## src/rtl/i2cem_pkg.sv

```systemverilog
// Shared types and constants for the I2C EEPROM master sequencer.
`default_nettype none

package i2cem_pkg;

    localparam int MaxRes   = 4;
    localparam int ResIdxW  = $clog2(MaxRes);
    localparam int ResCntW  = $clog2(MaxRes + 1);

    typedef enum logic [3:0] {
        PH_ADDR1      = 4'd0,
        PH_CLR1       = 4'd1,
        PH_WADDR      = 4'd2,
        PH_WAIT_WA    = 4'd3,
        PH_WAIT_STOP  = 4'd4,
        PH_ADDR2      = 4'd5,
        PH_CLR2       = 4'd6,
        PH_DATA       = 4'd7,
        PH_WAIT_THIRD = 4'd8,
        PH_STOP       = 4'd9
    } phase_t;

    typedef enum logic [3:0] {
        ACT_NONE     = 4'd0,
        ACT_ADDR_W   = 4'd1,
        ACT_ADDR_R   = 4'd2,
        ACT_SEND     = 4'd3,
        ACT_STOP     = 4'd4,
        ACT_START    = 4'd5,
        ACT_ACK_OFF  = 4'd6,
        ACT_STORE    = 4'd7,
        ACT_IRQ_OFF  = 4'd8,
        ACT_CLR_ADDR = 4'd9,
        ACT_CLR_ERR  = 4'd10
    } act_t;

    typedef enum logic [1:0] {
        CFG_DEV_ADDR   = 2'd0,
        CFG_READ_MODE  = 2'd1,
        CFG_WORD_ADDR  = 2'd2,
        CFG_BYTE_COUNT = 2'd3
    } cfg_idx_t;

    typedef struct packed {
        logic       is_error;
        logic       start_sent;
        logic       address_sent;
        logic       tx_empty;
        logic       rx_full;
        logic       byte_done;
        logic       stop_idle;
        logic [7:0] rx_byte;
        logic [7:0] tx_byte;
        logic [6:0] error_bits;
    } evt_t;

    typedef struct packed {
        act_t       action;
        logic [7:0] byte_out;
        logic [6:0] clear_mask;
        logic       transfer_done;
        logic       last;
    } res_t;

    typedef struct packed {
        logic [1:0] index;
        logic [8:0] value;
    } cfg_wr_t;

    typedef struct packed {
        logic [6:0] device_address;
        logic       read_mode;
        logic [7:0] word_address;
        logic [8:0] byte_count;
    } cfg_regs_t;

    typedef struct packed {
        logic [ResCntW-1:0]      count;
        res_t [MaxRes-1:0]       item;
    } res_list_t;

    // Append one command to a result list; last is filled in on the way out.
    function automatic res_list_t push(res_list_t l, act_t a, logic [7:0] b,
                                       logic [6:0] m, logic d);
        res_list_t r;
        r = l;
        r.item[r.count[ResIdxW-1:0]].action        = a;
        r.item[r.count[ResIdxW-1:0]].byte_out      = b;
        r.item[r.count[ResIdxW-1:0]].clear_mask    = m;
        r.item[r.count[ResIdxW-1:0]].transfer_done = d;
        r.item[r.count[ResIdxW-1:0]].last          = 1'b0;
        r.count = r.count + ResCntW'(1);
        return r;
    endfunction

endpackage

`default_nettype wire

```

## src/rtl/i2cem_step.sv

```systemverilog
// Transaction phase tracking and command list generation for one event.
`default_nettype none

module i2cem_step #(
    parameter int MAX_BYTES = 256,
    parameter int CW        = 9
) (
    input  wire logic                  clk,
    input  wire logic                  rst_n,
    input  wire logic                  fire,
    input  wire i2cem_pkg::evt_t       ev,
    input  wire i2cem_pkg::cfg_regs_t  cfg,
    output i2cem_pkg::res_list_t       list
);
    import i2cem_pkg::*;

    phase_t          phase_reg, phase_next;
    logic [CW-1:0]   remaining_reg, remaining_next;
    logic            reading_reg, reading_next;

    logic [CW-1:0]   rem_dec;
    logic            rem_zero, rem_is3, rem_lt3, rem_done;
    logic [CW-1:0]   load_cnt;
    logic [7:0]      abyte;

    assign abyte    = {cfg.device_address, 1'b0};
    assign rem_zero = (remaining_reg == '0);
    assign rem_dec  = rem_zero ? remaining_reg : remaining_reg - CW'(1);
    assign rem_done = (rem_dec == '0);
    assign rem_is3  = (32'(remaining_reg) == 32'd3);
    assign rem_lt3  = (32'(remaining_reg) < 32'd3);

    // Clamp the requested count into 1..MAX_BYTES
    always_comb
    begin
        if (cfg.byte_count == '0)
            load_cnt = CW'(1);
        else if (32'(cfg.byte_count) > 32'(MAX_BYTES))
            load_cnt = CW'(MAX_BYTES);
        else
            load_cnt = CW'(cfg.byte_count);
    end

    // Next state
    always_comb
    begin
        phase_next     = phase_reg;
        remaining_next = remaining_reg;
        reading_next   = reading_reg;
        if (!ev.is_error)
        begin
            unique case (phase_reg)
                PH_ADDR1:
                    if (ev.start_sent)
                    begin
                        remaining_next = load_cnt;
                        reading_next   = cfg.read_mode;
                        phase_next     = PH_CLR1;
                    end
                PH_CLR1:       if (ev.address_sent) phase_next = PH_WADDR;
                PH_WADDR:      if (ev.tx_empty) phase_next = PH_WAIT_WA;
                PH_WAIT_WA:
                    if (ev.byte_done)
                        phase_next = reading_reg ? PH_WAIT_STOP : PH_DATA;
                PH_WAIT_STOP:  if (ev.stop_idle) phase_next = PH_ADDR2;
                PH_ADDR2:      if (ev.start_sent) phase_next = PH_CLR2;
                PH_CLR2:       if (ev.address_sent) phase_next = PH_DATA;
                PH_DATA:
                    if (reading_reg)
                    begin
                        if (ev.rx_full && !rem_zero)
                        begin
                            if (rem_is3 && !ev.byte_done)
                                phase_next = PH_WAIT_THIRD;
                            else
                            begin
                                remaining_next = rem_dec;
                                if (rem_done)
                                begin
                                    reading_next = 1'b0;
                                    phase_next   = PH_ADDR1;
                                end
                            end
                        end
                    end
                    else if (ev.tx_empty)
                    begin
                        remaining_next = rem_dec;
                        if (rem_done)
                            phase_next = PH_STOP;
                    end
                PH_WAIT_THIRD:
                    if (ev.byte_done)
                    begin
                        remaining_next = rem_dec;
                        phase_next     = PH_DATA;
                        if (rem_done)
                        begin
                            reading_next = 1'b0;
                            phase_next   = PH_ADDR1;
                        end
                    end
                PH_STOP:       phase_next = PH_ADDR1;
                default:       phase_next = PH_ADDR1;
            endcase
        end
    end

    // Command list for this event
    always_comb
    begin
        list = '0;
        if (ev.is_error)
        begin
            if (ev.error_bits != '0)
                list = push(list, ACT_CLR_ERR, 8'd0, ev.error_bits, 1'b0);
            list = push(list, ACT_IRQ_OFF, 8'd0, 7'd0, 1'b0);
        end
        else
        begin
            unique case (phase_reg)
                PH_ADDR1:
                    if (ev.start_sent)
                        list = push(list, ACT_ADDR_W, abyte, 7'd0, 1'b0);
                PH_CLR1:
                    if (ev.address_sent)
                        list = push(list, ACT_CLR_ADDR, 8'd0, 7'd0, 1'b0);
                PH_WADDR:
                    if (ev.tx_empty)
                        list = push(list, ACT_SEND, cfg.word_address, 7'd0, 1'b0);
                PH_WAIT_WA:
                    if (ev.byte_done && reading_reg)
                        list = push(list, ACT_STOP, 8'd0, 7'd0, 1'b0);
                PH_WAIT_STOP:
                    if (ev.stop_idle)
                        list = push(list, ACT_START, 8'd0, 7'd0, 1'b0);
                PH_ADDR2:
                    if (ev.start_sent)
                    begin
                        list = push(list, ACT_ADDR_R, abyte | 8'd1, 7'd0, 1'b0);
                        if (rem_lt3)
                            list = push(list, ACT_ACK_OFF, 8'd0, 7'd0, 1'b0);
                    end
                PH_CLR2:
                    if (ev.address_sent)
                    begin
                        list = push(list, ACT_CLR_ADDR, 8'd0, 7'd0, 1'b0);
                        if (rem_lt3 && !rem_zero)
                            list = push(list, ACT_ACK_OFF, 8'd0, 7'd0, 1'b0);
                    end
                PH_DATA:
                    if (reading_reg)
                    begin
                        if (ev.rx_full && !rem_zero && !(rem_is3 && !ev.byte_done))
                        begin
                            if (rem_is3)
                                list = push(list, ACT_ACK_OFF, 8'd0, 7'd0, 1'b0);
                            list = push(list, ACT_STORE, ev.rx_byte, 7'd0, 1'b0);
                            if (rem_done)
                            begin
                                list = push(list, ACT_STOP, 8'd0, 7'd0, 1'b0);
                                list = push(list, ACT_IRQ_OFF, 8'd0, 7'd0, 1'b1);
                            end
                        end
                    end
                    else if (ev.tx_empty)
                        list = push(list, ACT_SEND, ev.tx_byte, 7'd0, 1'b0);
                PH_WAIT_THIRD:
                    if (ev.byte_done)
                    begin
                        list = push(list, ACT_ACK_OFF, 8'd0, 7'd0, 1'b0);
                        list = push(list, ACT_STORE, ev.rx_byte, 7'd0, 1'b0);
                        if (rem_done)
                        begin
                            list = push(list, ACT_STOP, 8'd0, 7'd0, 1'b0);
                            list = push(list, ACT_IRQ_OFF, 8'd0, 7'd0, 1'b1);
                        end
                    end
                PH_STOP:
                begin
                    list = push(list, ACT_STOP, 8'd0, 7'd0, 1'b0);
                    list = push(list, ACT_IRQ_OFF, 8'd0, 7'd0, 1'b1);
                end
                default: list = '0;
            endcase
        end
    end

    always_ff @(posedge clk or negedge rst_n)
    begin
        if (!rst_n)
        begin
            phase_reg     <= PH_ADDR1;
            remaining_reg <= '0;
            reading_reg   <= 1'b0;
        end
        else if (fire)
        begin
            phase_reg     <= phase_next;
            remaining_reg <= remaining_next;
            reading_reg   <= reading_next;
        end
    end

endmodule

`default_nettype wire

```

## config.mk

```make
export PLATFORM = sky130hd
export DESIGN_NAME = i2cem_step
export DESIGN_NICKNAME = d
export VERILOG_FILES = /design/src/rtl/i2cem_pkg.sv /design/src/rtl/i2cem_step.sv
export SDC_FILE = /design/constraint.sdc
export NUM_CORES = 1
export LEC_CHECK = 0
export ABC_CLOCK_PERIOD_IN_PS = 3400
export CAP_MARGIN = 10
export CORE_ASPECT_RATIO = 1.75
export CORE_MARGIN = 8
export CORE_UTILIZATION = 59
export CTS_CLUSTER_DIAMETER = 150
export DETAILED_ROUTE_END_ITERATION = 8
export DONT_BUFFER_PORTS = 1
export PLACE_DENSITY_LB_ADDON = 0.08
export SYNTH_ARGS = -nofsm -noshare
export SYNTH_HDL_FRONTEND = slang
export SYNTH_SLANG_ARGS = --single-unit
```

## constraint.sdc

```tcl
create_clock -name clk -period 3.4 [get_ports clk]
set_input_delay 0.34 -clock clk [delete_from_list [all_inputs] [get_ports clk]]
set_output_delay 0.34 -clock clk [all_outputs]
set_load 0.01 [all_outputs]
```

==> results of run 1 <==
timing repair:
| item | CTS | global route |
|---|---|---|
| setup buffers | 1 | 0 |
| endpoints found under the setup margin | 3 | 2 |
| pin swaps | 1 | 0 |
| hold buffers | 1 | 0 |
| gates resized for setup | 18 | 4 |
| endpoints found under the hold margin | 14 | 0 |
power breakdown:
| group | total (mW) | internal [mW] | switching [mW] |
|---|---|---|---|
| combinational | 1.45 | 0.610 | 0.835 |
| sequential | 0.368 | 0.235 | 0.133 |
| clock | 0.164 | 0.103 | 0.0612 |
logic make-up after synthesis:
kind of cell	count (synthesis)	synth area share
AO/OA/AOI/OAI	98	0.280
buffers and inverters	82	0.209
adder cells (fa/ha/maj)	7	0.0351
multiplexers	7	0.0301
other	1	0.00150
XOR/XNOR	1	0.00351
flip-flops	14	0.140
AND/OR/NAND/NOR	132	0.301
placed cells by master, fill, tap and decap left out, types with 4 or more instances in the layout:
master | Yosys | final
a21oi_1 | 27 | 27
buf_4 | 51 | 25
ha_4 | 0 | 4
o21ai_1 | 3 | 4
nor3_1 | 14 | 14
o21ai_0 | 17 | 16
dfrtp_1 | 14 | 14
a22oi_1 | 5 | 5
nor2_1 | 24 | 24
a222oi_1 | 7 | 7
nand3_1 | 8 | 8
clkbuf_8 | 0 | 4
inv_1 | 13 | 11
mux2_2 | 4 | 4
nand4_1 | 5 | 5
and3_1 | 5 | 5
conb_1 | 1 | 47
a21boi_0 | 4 | 4
nor2b_1 | 5 | 5
a31oi_1 | 5 | 4
nand2_1 | 21 | 21
nand2b_1 | 5 | 5
and2_1 | 17 | 17
worst register-to-register path, cell delays in order, from the launching register on:
cell and delay, ns:
dfrtp_1 0.43, buf_4 0.18, nor3_1 0.42, nand4b_1 0.33
and2_1 0.31, o211ai_2 0.48, mux2_2 0.41
metrics by stage:
stage	cell area (um^2)	setup WS [ns]
after floorplan	2670	0.133
after global placement	2450	0.0792
after detailed placement	2450	0.0679
after CTS	2600	-0.0223
after global routing	2640	-0.153
final	2640	-0.0604
layer usage:
metal	wire length, um	GRT usage
met2	5100	0.522
met4	172	0.0895
met3	815	0.0615
met1	2690	0.205
met5	0	0
how the worst min path moves through the flow:
stage	startpoint	end	slack (ns)	cells after the start
after detailed placement	rst_n	remaining_reg[5]$_DFFE_PN0P_	0.04	0
after global routing	cfg[17]	reading_reg$_DFFE_PN0P_	0.25	2
after global placement	rst_n	remaining_reg[7]$_DFFE_PN0P_	0.04	0
after CTS	cfg[17]	reading_reg$_DFFE_PN0P_	0.24	2
after floorplan	rst_n	phase_reg[0]$_DFFE_PN0P_	0.04	0
final	cfg[17]	reading_reg$_DFFE_PN0P_	0.24	2
cell type report:
cell class	count	area (um^2)
clock buffers	4	55.1
fillers	419	1480
inverters	14	55.1
multi-input cells	292	1900
flip-flops and latches	14	350
well taps	49	61.3
repair buffers	27	209
==> metrics.md, run 1 <==
| Metric | Value |
|---|---|
| Peak VDD IR | `between 0.0005 and 0.0006 V` |
| Via density | `~6.4` |
| Die height | `roughly 100 um` |
| Critical Path Source Type | `register` |
| Reg2reg setup slack | `0.72 ns` |
| CTS buffer count | `3` |
| CP Buf/Inv Count | `2` |
| Final hold vios | `0` |
| Top-count cell post-synth | `buf_4` |
| Row count | `31` |
| I/O pins | `145` |
| Vias in the first global route | `around 2600` |
| Antenna Cells | `0` |
| Top cell type's share of synthesized area | `0.153` |
| CP Cell Sequence | `inv_2, ha_4, or3b_4, a221oi_2, o221a_2, and4_4, inv_4, ha_4, or3_4, a211o_1, a22o_1` |
| Fin nets | `417` |
| Leakage dissipation | `around 1.1 nW` |
| Worst r2r path cells | `6` |
| CORE AREA | `0.00411 mm^2` |
| R2r startpoint | `remaining_reg[3]$_DFFE_PN0P_` |
| Initial antenna violation count | `0` |
| GR Overflow Total | `0` |
| Max-Cap Viols | `0` |
| GRT Util Overall | `0.248` |
| Post-Route Skew | `0.00377 ns` |
| Number of enable flip-flop cells after synthesis | `0` |
| Die ar. | `0.00665 mm^2` |
| Die Width | `65.2 um` |
| Placed insts | `between 300 and 400` |
| TritonCTS clock tree | `yes` |
| GP Congestion | `0.928` |
| P per Cell Area | `roughly 750 mW/mm^2` |
| CTS Buffer Depth | `2` |
| Hold slack | `0.239 ns` |
| Crit path from | `remaining_reg[0]$_DFFE_PN0P_` |
| Most used cell along the critical path | `ha_4` |
| Critical-path top delay cell | `dfrtp_1` |
| Largest net degree at the start of global routing | `20` |
| WL/cell | `21.9 um` |
| Critical Path RT | `3.06 ns` |
| Post-layout util | `0.641` |
| Crit path depth | `11` |
| Pre-antenna DRT Iters | `5` |
| Post-route ant nets | `0` |
| Post-Route Setup TNS | `-0.0604 ns` |
| Clock tree root driver cell | `clkbuf_8` |
| Synth-to-layout area growth | `5.56%` |
| HPWL after detailed placement | `roughly 7.3 mm` |
| Syn avg cell area | `7.30 um^2` |
| PortBufs | `0` |
| Initial DRC count | `150` |
| Final setup vio count | `1` |
| Effective utilization at floorplan | `0.607` |
| Yosys reg bits | `14` |
| Yosys top cell by area | `buf_4` |
| Largest register FFs | `9` |
| Final total power | `1.98 mW` |
| Post-synthesis sequential area ratio | `0.140` |
| Post-synth ARST share | `1.00` |
| Largest stage delay on the critical path | `roughly 0.4 ns` |
| DR DRC count | `0` |
| Tmin final | `between 3 and 4 ns` |
| Clock slew at reported path FFs | `0.06 ns` |
| Slew HR | `0.419` |
| CP Max Fanout | `4` |
| Max Freq | `289 MHz` |
| Largest cells by area after synthesis | `buf_4 15%, dfrtp_1 14%, a21oi_1 5.4%` |
| Status | `finished, violations left` |
| Setup crit end kind | `output port` |
| PnR worst setup slack | `-0.0604 ns` |
| Leading cell types by count after synthesis | `51 x buf_4, 27 x a21oi_1, 24 x nor2_1, 21 x nand2_1` |
| Worst r2r dst | `remaining_reg[6]$_DFFE_PN0P_` |
| H-tree Lvls | `1` |
| Max Slew Vio Count | `0` |
| Critical path endpoint | `list[84]` |
| Syn Inst Count | `342` |
| Setup CP Type | `reg -> out` |
| HP Class | `in -> reg` |
| Worst skew pair latency | `0.25 ns` |
| First-pass GRT wire length | `13.2 mm` |
| Ys Warns | `0` |
| DR vias | `2540` |
| DRT Wirelength | `8.78 mm` |
| Crit-path leading delay family | `compound AO/OA/AOI/OAI gates` |
| Synth cell types | `64` |
| Ys flop type | `dfrtp_1` |
| RSZ-0062 raised after global routing | `true` |
| Least-Margin Pin Slew | `0.868 ns` |
| Part of the cycle the worst path needs | `1.02` |
| Proportion of layout cells with a drive suffix above 1 | `0.188` |
| Critical path arrival | `3.12 ns` |
| Post-Layout Cell Count | `400` |
| Clock Sinks | `14` |
| Violations in the final reports | `setup timing` |
| Netlist Area Pre-Place | `0.00250 mm^2` |
No activity file was read; power rests on OpenSTA's default activity.
==> inputs of run 2 (changes only) <==
CELL_PAD_IN_SITES_DETAIL_PLACEMENT = 0   (was default)
CELL_PAD_IN_SITES_GLOBAL_PLACEMENT = 1   (was default)
CORE_UTILIZATION = 40   (was 59)
==> run 2 against run 1 <==
Die area up 37%; cell count up 10%; worst hold slack worse by 0.0019 ns; largest cell class unchanged; non-clock buffer count up 9; critical endpoint unchanged; sequential share of layout area down 0.47 points; design area up 3.7%; register-to-register slack worse by 0.06 ns; clock skew down 0.0032 ns; setup slack better by 0.0028 ns; the flow still finishes with violations (setup timing); highest routed layer unchanged; combinational power up 5%.
==> metrics.md, run 2 (same netlist as run 1, synthesis figures left out) <==
| Metric | Value |
|---|---|
| Post-Route Skew | `0.000571 ns (-0.00320 ns)` |
| Hold endpoint | `reading_reg$_DFFE_PN0P_` |
| Clock power share | `0.081 (-0.002)` |
| Max-Cap Viols | `0 (unchanged)` |
| CORE AREA | `0.00613 mm^2 (+49%)` |
| Initial DRC count | `182 (+21%)` |
| Reg2reg setup slack | `0.66 ns (-0.06 ns)` |
| Fin nets | `426 (+2.2%)` |
| Final setup vio count | `1 (unchanged)` |
| CTS buffer count | `3 (unchanged)` |
| Die height | `121 um (+18%)` |
| Hold_sp | `cfg[17]` |
| Most frequent cells in the layout | `47 x conb_1, 34 x buf_4, 27 x a21oi_1, 24 x nor2_1, 21 x nand2_1` |
| Vias in the first global route | `2700 (+4.8%)` |
| Tmin final | `3.46 ns (-0.00283 ns)` |
| Worst r2r path cells | `10 (+4)` |
| Status | `finished, violations left` |
| Post-Route Setup TNS | `-0.0576 ns (+0.00283 ns)` |
| Synth-to-layout area growth | `9.47%` |
| Part of the cycle the worst path needs | `1.02 (about the same)` |
| PortBufs | `0 (unchanged)` |
| Row count | `38 (+23%)` |
| Worst r2r dst | `phase_reg[2]$_DFFE_PN0P_` |
| Violations in the final reports | `setup timing` |
| Clock tree root driver cell | `clkbuf_8` |
| Setup CP Type | `reg -> out` |
| Post-layout util | `0.446 (-0.195)` |
| Largest register FFs | `9 (unchanged)` |
| P per Cell Area | `755 mW/mm^2 (+0.58%)` |
| GRT Util Overall | `0.188 (-0.0599)` |
| Via density | `5.82 (-8.4%)` |
| Leakage dissipation | `1.14 nW (+3.6%)` |
| P_sw | `1.05 mW (+1.6%)` |
| PnR worst setup slack | `-0.0576 ns (+0.00283 ns)` |
| Initial antenna violation count | `0 (unchanged)` |
| Slew HR | `0.371 (-0.0477)` |
| Effective utilization at floorplan | `0.407 (-0.200)` |
| Crit path from | `remaining_reg[0]$_DFFE_PN0P_` |
| HPWL after detailed placement | `7.45 mm (+2.3%)` |
| Die Width | `75.7 um (+16%)` |
| First-pass GRT wire length | `13.4 mm (+2.0%)` |
| Peak VDD IR | `0.000403 V (-29%)` |
| DR vias | `2560 (+0.79%)` |
| HP Class | `in -> reg` |
| Proportion of layout cells with a drive suffix above 1 | `0.211 (+0.0231)` |
| # fillers | `684 (+63%)` |
| GP Congestion | `0.974 (+5.0%)` |
| Max Slew Vio Count | `0 (unchanged)` |
| Pre-antenna DRT Iters | `6 (+1)` |
| R2r startpoint | `remaining_reg[0]$_DFFE_PN0P_` |
| Most common cell after layout, fill and taps aside | `conb_1` |
| Final hold vios | `0 (unchanged)` |
| Largest net degree at the start of global routing | `18 (-10%)` |
| Internal | `1.02 mW (+7.2%)` |
| Die ar. | `0.00912 mm^2 (+37%)` |
| Max Freq | `289 MHz (about the same)` |
| Combinational share of power | `0.739 (+0.008)` |
| Post-Layout Cell Count | `440 (+10%)` |
| Clock slew at reported path FFs | `0.06 ns (about the same)` |
| DR DRC count | `0 (unchanged)` |
| RSZ-0062 raised after global routing | `true` |
| CP Max Fanout | `8 (+4)` |
| Post-route ant nets | `0 (unchanged)` |
| I/O pins | `145 (unchanged)` |
| Clock Sinks | `14 (unchanged)` |
| Antenna Cells | `0 (unchanged)` |
| CTS Buffer Depth | `2 (unchanged)` |
| TritonCTS clock tree | `yes` |
| Setup crit end kind | `output port` |
| Least-Margin Pin Slew | `0.940 ns (+0.0713 ns)` |
| Seq pwr share | `0.180 (-0.006)` |
| GR Overflow Total | `0 (unchanged)` |
| DRT Wirelength | `8.94 mm (+1.9%)` |
| Critical Path Source Type | `register` |
| Switching portion of total power | `0.507 (-0.0135)` |
| Worst skew pair latency | `0.25 ns (about the same)` |
| WL/cell | `20.3 um (-7.4%)` |
| Critical Path RT | `3.06 ns (about the same)` |
| Placed insts | `427 (+8.4%)` |
| Hold path depth | `2 (unchanged)` |
| H-tree Lvls | `1 (unchanged)` |
| Critical path arrival | `3.12 ns (about the same)` |
| Hold slack | `0.237 ns (-0.00187 ns)` |
run 2: what timing repair did:
item                       in CTS  in global routing
hold endpoints to repair       14                  0
buffers inserted                5                  3
setup endpoints to repair       3                  3
gates resized for setup         8                 14
pin swaps                       3                  8
hold buffers                    1                  0
run 2: how the worst max path moves through the flow:
stage                          end  slack, ns  cells past startpoint
after global routing      list[84]      -0.20                     12
after global placement    list[84]       0.08                     11
after CTS                 list[84]      -0.09                     11
final                     list[84]      -0.06                     11
after detailed placement  list[84]       0.03                     11
after floorplan           list[84]       0.13                     12
run 2: power groups by stage:
stage          clock, mW  sequential, mW  combinational (mW)
6_report           0.168           0.371                1.52
5_1_grt            0.179           0.385                1.66
4_1_cts            0.171           0.363                1.41
3_5_place_dp           0           0.365                1.32
3_3_place_gp           0           0.366                1.33
2_1_floorplan          0           0.298                1.00
run 2: critical path: stages, from the launching register on:
cell      delay [ns]
dfrtp_1         0.41
inv_2           0.13
ha_4            0.14
or4b_4          0.49
o211ai_2        0.17
xor2_1          0.10
and4_4          0.20
buf_6           0.14
ha_2            0.18
or3_4           0.38
a211o_1         0.30
a22o_1          0.23
run 2: area by class of cell:
type / instances / area, um^2 / share of cell area
clock buffer: 4 / 55.1 / 0.0201
inverter: 14 / 55.1 / 0.0201
tap: 80 / 100 / 0.0366
sequential: 14 / 350 / 0.128
timing repair buffer: 36 / 277 / 0.101
multi-input combinational: 292 / 1900 / 0.694
run 2: metal layers:
metal | GRT usage | wire (um)
met3 | 0.0299 | 805
met4 | 0.0799 | 285
met5 | 0 | 0
met2 | 0.381 | 5040
met1 | 0.167 | 2810
run 2: stage by stage:
stage,instance area (um^2),power (mW),setup WS (ns)
after floorplan,2670,1.30,0.133
after global placement,2500,1.69,0.0782
after detailed placement,2500,1.69,0.0282
after CTS,2630,1.94,-0.0889
after global routing,2730,2.23,-0.196
final,2730,2.06,-0.0576
